<file path="src/rtl/core/lhist_pkg.sv">
// ----------------------------------------------------------------------------
// lhist_pkg
// Shared types and constants of the log2 latency histogram unit.
// ----------------------------------------------------------------------------
package lhist_pkg;

  // Event kinds
  localparam logic [1:0] OP_ENTRY  = 2'd0;
  localparam logic [1:0] OP_RETURN = 2'd1;
  localparam logic [1:0] OP_READ   = 2'd2;
  localparam logic [1:0] OP_UNUSED = 2'd3;

  // Result status codes
  localparam logic [2:0] ST_STORED   = 3'd0;
  localparam logic [2:0] ST_FILTERED = 3'd1;
  localparam logic [2:0] ST_FULL     = 3'd2;
  localparam logic [2:0] ST_NO_START = 3'd3;
  localparam logic [2:0] ST_BAD_OP   = 3'd4;
  localparam logic [2:0] ST_NEGATIVE = 3'd5;
  localparam logic [2:0] ST_COUNTED  = 3'd6;
  localparam logic [2:0] ST_READ     = 3'd7;

  // Configuration register indexes
  localparam logic REG_FILTER = 1'b0;
  localparam logic REG_UNITS  = 1'b1;

  // Unit divisors (nanoseconds to micro / milliseconds)
  localparam int unsigned DIV_W = 20;
  localparam logic [DIV_W-1:0] US_DIVISOR = 20'd1000;
  localparam logic [DIV_W-1:0] MS_DIVISOR = 20'd1000000;

  // Rounded-up reciprocals: floor(x / d) == (x * RECIP) >> SHIFT for any
  // 63-bit x, with SHIFT = 63 + ceil(log2(d))
  localparam int unsigned US_SHIFT = 73;
  localparam int unsigned MS_SHIFT = 83;
  localparam logic [63:0] US_RECIP =
    64'(((128'd1 << US_SHIFT) + 128'(US_DIVISOR) - 128'd1) / 128'(US_DIVISOR));
  localparam logic [63:0] MS_RECIP =
    64'(((128'd1 << MS_SHIFT) + 128'(MS_DIVISOR) - 128'd1) / 128'(MS_DIVISOR));

  typedef struct packed {
    logic [1:0]  op;
    logic [31:0] thread_id;
    logic [31:0] process_id;
    logic [63:0] timestamp;
    logic [2:0]  operation_index;
    logic [4:0]  bucket_select;
  } evt_item_t;

  typedef struct packed {
    logic [2:0]  status;
    logic [4:0]  bucket;
    logic [31:0] bin_count;
    logic [62:0] scaled_latency;
  } res_item_t;

  // One word of the start table
  typedef struct packed {
    logic        valid;
    logic [31:0] thread;
    logic [63:0] stamp;
  } tbl_word_t;

  // Status of the start table towards the controller
  typedef struct packed {
    logic busy;   // clearing pass after reset
    logic done;   // scan finished (one cycle)
    logic match;  // thread found
    logic free;   // a free slot exists
  } tbl_stat_t;

  typedef enum logic [2:0] {
    S_IDLE,
    S_SCAN,
    S_DELTA,
    S_DIV,
    S_HREAD,
    S_HUPD,
    S_DONE
  } state_t;

endpackage

</file>
<file path="src/rtl/core/lhist_div.sv">
// ----------------------------------------------------------------------------
// lhist_div
// Unit conversion by reciprocal multiplication. The 63 by 64 bit product is
// built from four 32 by 32 bit partial products, one a cycle, then shifted
// down; floor(log2) of the quotient comes from a leading-one search.
// ----------------------------------------------------------------------------
module lhist_div (
  input  logic        clk,
  input  logic        rst,
  input  logic        start,
  input  logic [62:0] dividend,
  input  logic        millis,
  output logic        done,
  output logic [62:0] quotient,
  output logic [5:0]  log2
);

  logic          busy;
  logic          fin;
  logic [2:0]    step;
  logic [62:0]   dvd;
  logic [63:0]   recip;
  logic          ms;
  logic [31:0]   mul_a;
  logic [31:0]   mul_b;
  logic [63:0]   prod;
  logic [1:0]    prod_sh;
  logic [127:0]  prod_al;
  logic [127:0]  acc;
  logic [62:0]   q_full;
  logic [5:0]    q_lg;

  // Operands of the partial product for this step
  always_comb begin
    unique case (step[1:0])
      2'd0: begin mul_a = dvd[31:0];          mul_b = recip[31:0];  end
      2'd1: begin mul_a = dvd[31:0];          mul_b = recip[63:32]; end
      2'd2: begin mul_a = {1'b0, dvd[62:32]}; mul_b = recip[31:0];  end
      2'd3: begin mul_a = {1'b0, dvd[62:32]}; mul_b = recip[63:32]; end
    endcase
  end

  // Align the registered partial product
  always_comb begin
    unique case (prod_sh)
      2'd0:       prod_al = {64'd0, prod};
      2'd1, 2'd2: prod_al = {32'd0, prod, 32'd0};
      2'd3:       prod_al = {prod, 64'd0};
    endcase
  end

  assign q_full = ms ? 63'(acc >> lhist_pkg::MS_SHIFT) : 63'(acc >> lhist_pkg::US_SHIFT);

  // Leading one of the quotient; zero and one both give bucket zero
  always_comb begin
    q_lg = '0;
    for (int i = 1; i < 63; i++) begin
      if (q_full[i]) q_lg = 6'(i);
    end
  end

  // Sequencing: five multiply and accumulate steps, then the result is registered
  always_ff @(posedge clk) begin
    if (rst) begin
      busy <= 1'b0;
      fin  <= 1'b0;
      done <= 1'b0;
    end else begin
      done <= fin;
      fin  <= 1'b0;
      if (start) begin
        busy <= 1'b1;
      end else if (busy && step == 3'd4) begin
        busy <= 1'b0;
        fin  <= 1'b1;
      end
    end
  end

  // Datapath
  always_ff @(posedge clk) begin
    if (start) begin
      dvd   <= dividend;
      recip <= millis ? lhist_pkg::MS_RECIP : lhist_pkg::US_RECIP;
      ms    <= millis;
      step  <= '0;
      acc   <= '0;
    end else if (busy) begin
      step    <= step + 3'd1;
      prod    <= 64'(mul_a) * 64'(mul_b);
      prod_sh <= step[1:0];
      if (step != 3'd0) begin
        acc <= acc + prod_al;
      end
    end else if (fin) begin
      quotient <= q_full;
      log2     <= q_lg;
    end
  end

endmodule

</file>
<file path="config.mk">
export PLATFORM = sky130hd
export DESIGN_NAME = lhist_div
export DESIGN_NICKNAME = d
export VERILOG_FILES = /design/src/rtl/core/lhist_pkg.sv /design/src/rtl/core/lhist_div.sv
export SDC_FILE = /design/constraint.sdc
export NUM_CORES = 2
export LEC_CHECK = 0
export BUFFER_PORTS_ARGS = -buffer_cell sky130_fd_sc_hd__buf_4
export CORE_UTILIZATION = 65
export CTS_CLUSTER_SIZE = 8
export DETAILED_ROUTE_END_ITERATION = 8
export HOLD_SLACK_MARGIN = 0.15
export PLACE_DENSITY = 0.83
export RECOVER_POWER = 50
export SLEW_MARGIN = 20
export SYNTH_ARGS = -nofsm -noshare
export SYNTH_HDL_FRONTEND = slang
export SYNTH_SLANG_ARGS = --single-unit
</file>
<file path="constraint.sdc">
create_clock -name clk -period 15.7 [get_ports clk]
set_input_delay 1.57 -clock clk [delete_from_list [all_inputs] [get_ports clk]]
set_output_delay 1.57 -clock clk [all_outputs]
set_load 0.05 [all_outputs]
</file>
==> implementation parameters <==
Parameter                              Value

Timing
  Final period util ... 80.15%
  # setup viols final ... 0
  Maximum operating frequency ... 0.07947 GHz
  Setup repair after global routing missed its margin ... no
  Post-route worst hold slack ... 0.4565 ns
  Relative max-transition margin ... -149.2%
  Final hold violations ... 0
  Worst-margin pin slew ... 3.738 ns
  Max Clock Skew ... 0.02590 ns
  Post-route setup TNS ... 0 ns
  Final critical delay including setup and external delays ... 12.58 ns
  Max-slew violation count ... 307

Routing
  First-pass iteration count of the detailed router ... 6
  DRT iter0 DRCs ... 3658
  Post-DR wirelength/cell ... 25.11 um
  DRT antenna net count ... 0
  Detailed-route DRC error count ... 0
  Detailed-route vias per instance ... 6.087
  Overall via count from detail_route ... 38780
  Final routed wirelength across all metal layers ... 160.0 mm

Clock tree
  Number of clock sinks seen by CTS ... 326
  Later-pin clock latency in the skew report ... 0.62 ns
  Post-CTS Hold Fix Bufs ... 0
  Clock-pin slew on the worst setup and hold paths ... 0.05 ns
  Number of buffers created by CTS ... 48
  Deepest level of the CTS H-tree ... 2
  Clk root buf ... sky130_fd_sc_hd__clkbuf_16
  CTS tree ... built
  Buffer levels on the longest clock path ... 3
  Post-cts gate resize count ... 0
  Number of setup buffers added after CTS ... 0

Global route
  Wire length of the first global-routing pass ... 239.8 mm
  Number of antenna violations at the first check in global routing ... 5
  Total Routing Usage GR ... 42.20%
  Met1 GRT Util ... 52.54%
  Via count of the first global-routing pass ... 39650
  GR Util met3 ... 8.099%
  GR Util met2 ... 69.22%
  Residual overflow from global routing ... 0
  Largest net degree at the start of global routing ... 93
  Layer with the highest usage ... met2

Synth
  Top post-synthesis cells by area ... sky130_fd_sc_hd__fa_1 31%, sky130_fd_sc_hd__ha_1 13%, sky130_fd_sc_hd__edfxtp_1 12%, sky130_fd_sc_hd__inv_1 8.6%, sky130_fd_sc_hd__dfxtp_1 5.5%
  Number of flops mapped to enable cells by yosys ... 192
  Count of mapped cells out of synthesis ... 5332
  Proportion of synthesized chip area in sequential cells ... 17.16%
  Distinct cell type count of the synthesized netlist ... 87
  Fraction of synthesis flops using an asynchronous set or reset pin ... 0%
  Fraction of synthesized cell area taken by the top area cell type ... 31.32%
  Syn avg cell area ... 9.231 um2
  Yosys warning count ... 0
  Cell Area, Synth ... 49220 um2
  Primary flip-flop cell chosen by synthesis mapping ... sky130_fd_sc_hd__edfxtp_1
  Post-synthesis sequential element count ... 326
  Cell type contributing the most total cell area after synthesis ... sky130_fd_sc_hd__fa_1

Cells and area
  Fraction of the core area covered by cells at the end of the flow ... 70.04%
  Top library cells by usage in the layout, fill and taps aside ... 1130 x sky130_fd_sc_hd__inv_1, 770 x sky130_fd_sc_hd__fa_1, 534 x sky130_fd_sc_hd__nand2_1
  Most common cell after layout, fill and taps aside ... sky130_fd_sc_hd__inv_1
  Ratio of cells with drive above 1 in the final layout ... 4.723%
  Area overhead of the layout relative to synthesis ... 6.289%
  Nets ... 6713

Floorplan
  Starting Density ... 65.89%
  Number of placement rows ... 100
  Core region area ... 74700 um2
  IO Count ... 137
  Die H ... 277.2 um
  Area of the die ... 76830 um2
  Horizontal extent of the die ... 277.2 um

Flow run
  Number of max-cap violations ... 8

Setup path
  CP arrival ... 12.94 ns
  Worst path buffer plus inverter count ... 9
  Startpoint of the most critical register-to-register path ... recip[53]
  Reg-to-reg setup timing slack ... 3.12 ns
  Critical Path Stages ... 33
  CP Launch Type ... register
  Critical path launch point ... recip[53]
  CP max FO ... 65
  Slowest stage delay, CP ... 2.72 ns
  Most repeated library cell on the critical path ... sky130_fd_sc_hd__fa_1
  Kind of capture point of the worst setup path ... register
  End of the critical path ... prod[61]
  Critical path's slowest cell ... sky130_fd_sc_hd__clkbuf_1
  Worst reg2reg path depth ... 33
  Destination of the worst register-to-register timing path ... prod[61]
  Data required time of the critical path ... 16.06 ns
  Cell family with the largest share of critical-path delay ... buffers and inverters
  Critical path class ... reg -> reg

Placed design
  Placer congestion estimate ... 1.052
  Count of input and output buffers ... 128
  Detail Placement HPWL ... 133.4 mm

Status
  Violated checks ... max-capacitance violations, max-slew violations
  Outcome ... finished with violations

Min path
  Class of the most critical hold timing path ... reg -> reg
## worst min-delay path by stage
stage / cells past startpoint / to / startpoint / slack [ns]
global placement: 2 / acc[13] / acc[13] / 0.44
finish: 2 / acc[25] / acc[25] / 0.46
detailed placement: 2 / acc[31] / acc[31] / 0.45
floorplan: 1 / done / fin / 0.43
global route: 2 / acc[6] / acc[6] / 0.48
CTS: 2 / acc[31] / acc[31] / 0.46
## through the flow
step           area [um2]  std cells  setup slack (ns)
3_5_place_dp        50990       6284             4.931
6_report            52320       6370             3.116
2_1_floorplan       49250       5339             6.022
4_1_cts             52470       6368             4.925
3_3_place_gp        50990       6284             5.057
5_1_grt             52310       6368             2.696
## registers in the layout (all words and copies together) (netlist names)
name,count
fin,1
done,1
prod_sh,2
step,3
acc,128
busy,1
dvd,63
prod,64
log2,6
recip,2
quotient,55
## kinds of logic (layout without fill, tap and decap cells)
kind of cell               count (synthesis)  after routing  synth area share (%)
AOI/OAI and AO/OA                        917            917                 12.02
xor gates and xnor gates                 179            179                 3.185
adders and majority gates               1281           1281                 44.31
buffers and inverters                   1306           1366                 10.05
DFF                                      326            326                 17.16
muxes                                     78             78                 1.739
other                                      1             10              0.007619
and+or+nand+nor                         1244           1244                 11.53
## layout make-up
class / instances / area (um2)
fillers: 5857 / 22380
flip-flops and latches: 326 / 8448
clock buffers: 81 / 1408
diodes: 2 / 5.005
repair buffers: 152 / 991.0
well taps: 969 / 1212
inverters: 1130 / 4242
clock inverters: 3 / 76.32
multi-input cells: 3707 / 35930
## per-layer routing
metal / wire length (um) / up-vias
li1: - / 17230
met4: 11060 / 0
met5: 0 / -
met2: 74400 / 2122
met3: 14940 / 496
met1: 59540 / 18930
## cells in the mapped netlist (113+ instances only)
master,instances
sky130_fd_sc_hd__a21o_1,120
sky130_fd_sc_hd__a21oi_1,325
sky130_fd_sc_hd__clkbuf_1,142
sky130_fd_sc_hd__dfxtp_1,134
sky130_fd_sc_hd__edfxtp_1,192
sky130_fd_sc_hd__fa_1,770
sky130_fd_sc_hd__ha_1,511
sky130_fd_sc_hd__inv_1,1130
sky130_fd_sc_hd__nand2_1,534
sky130_fd_sc_hd__nor2_1,297
sky130_fd_sc_hd__o21ai_0,168
sky130_fd_sc_hd__xnor2_1,113
## worst reg2reg max path, delay by kind of cell (launching register included)
family,cells,cell delay [ns]
fa+ha+maj,9,4.08
compound gates,12,2.80
flops,1,0.34
buf+inv,9,4.72
simple gates,3,0.41
Power is left out: the tool's default activity adds up to more than one toggle a clock period on the data nets, which glitch-free logic cannot reach.
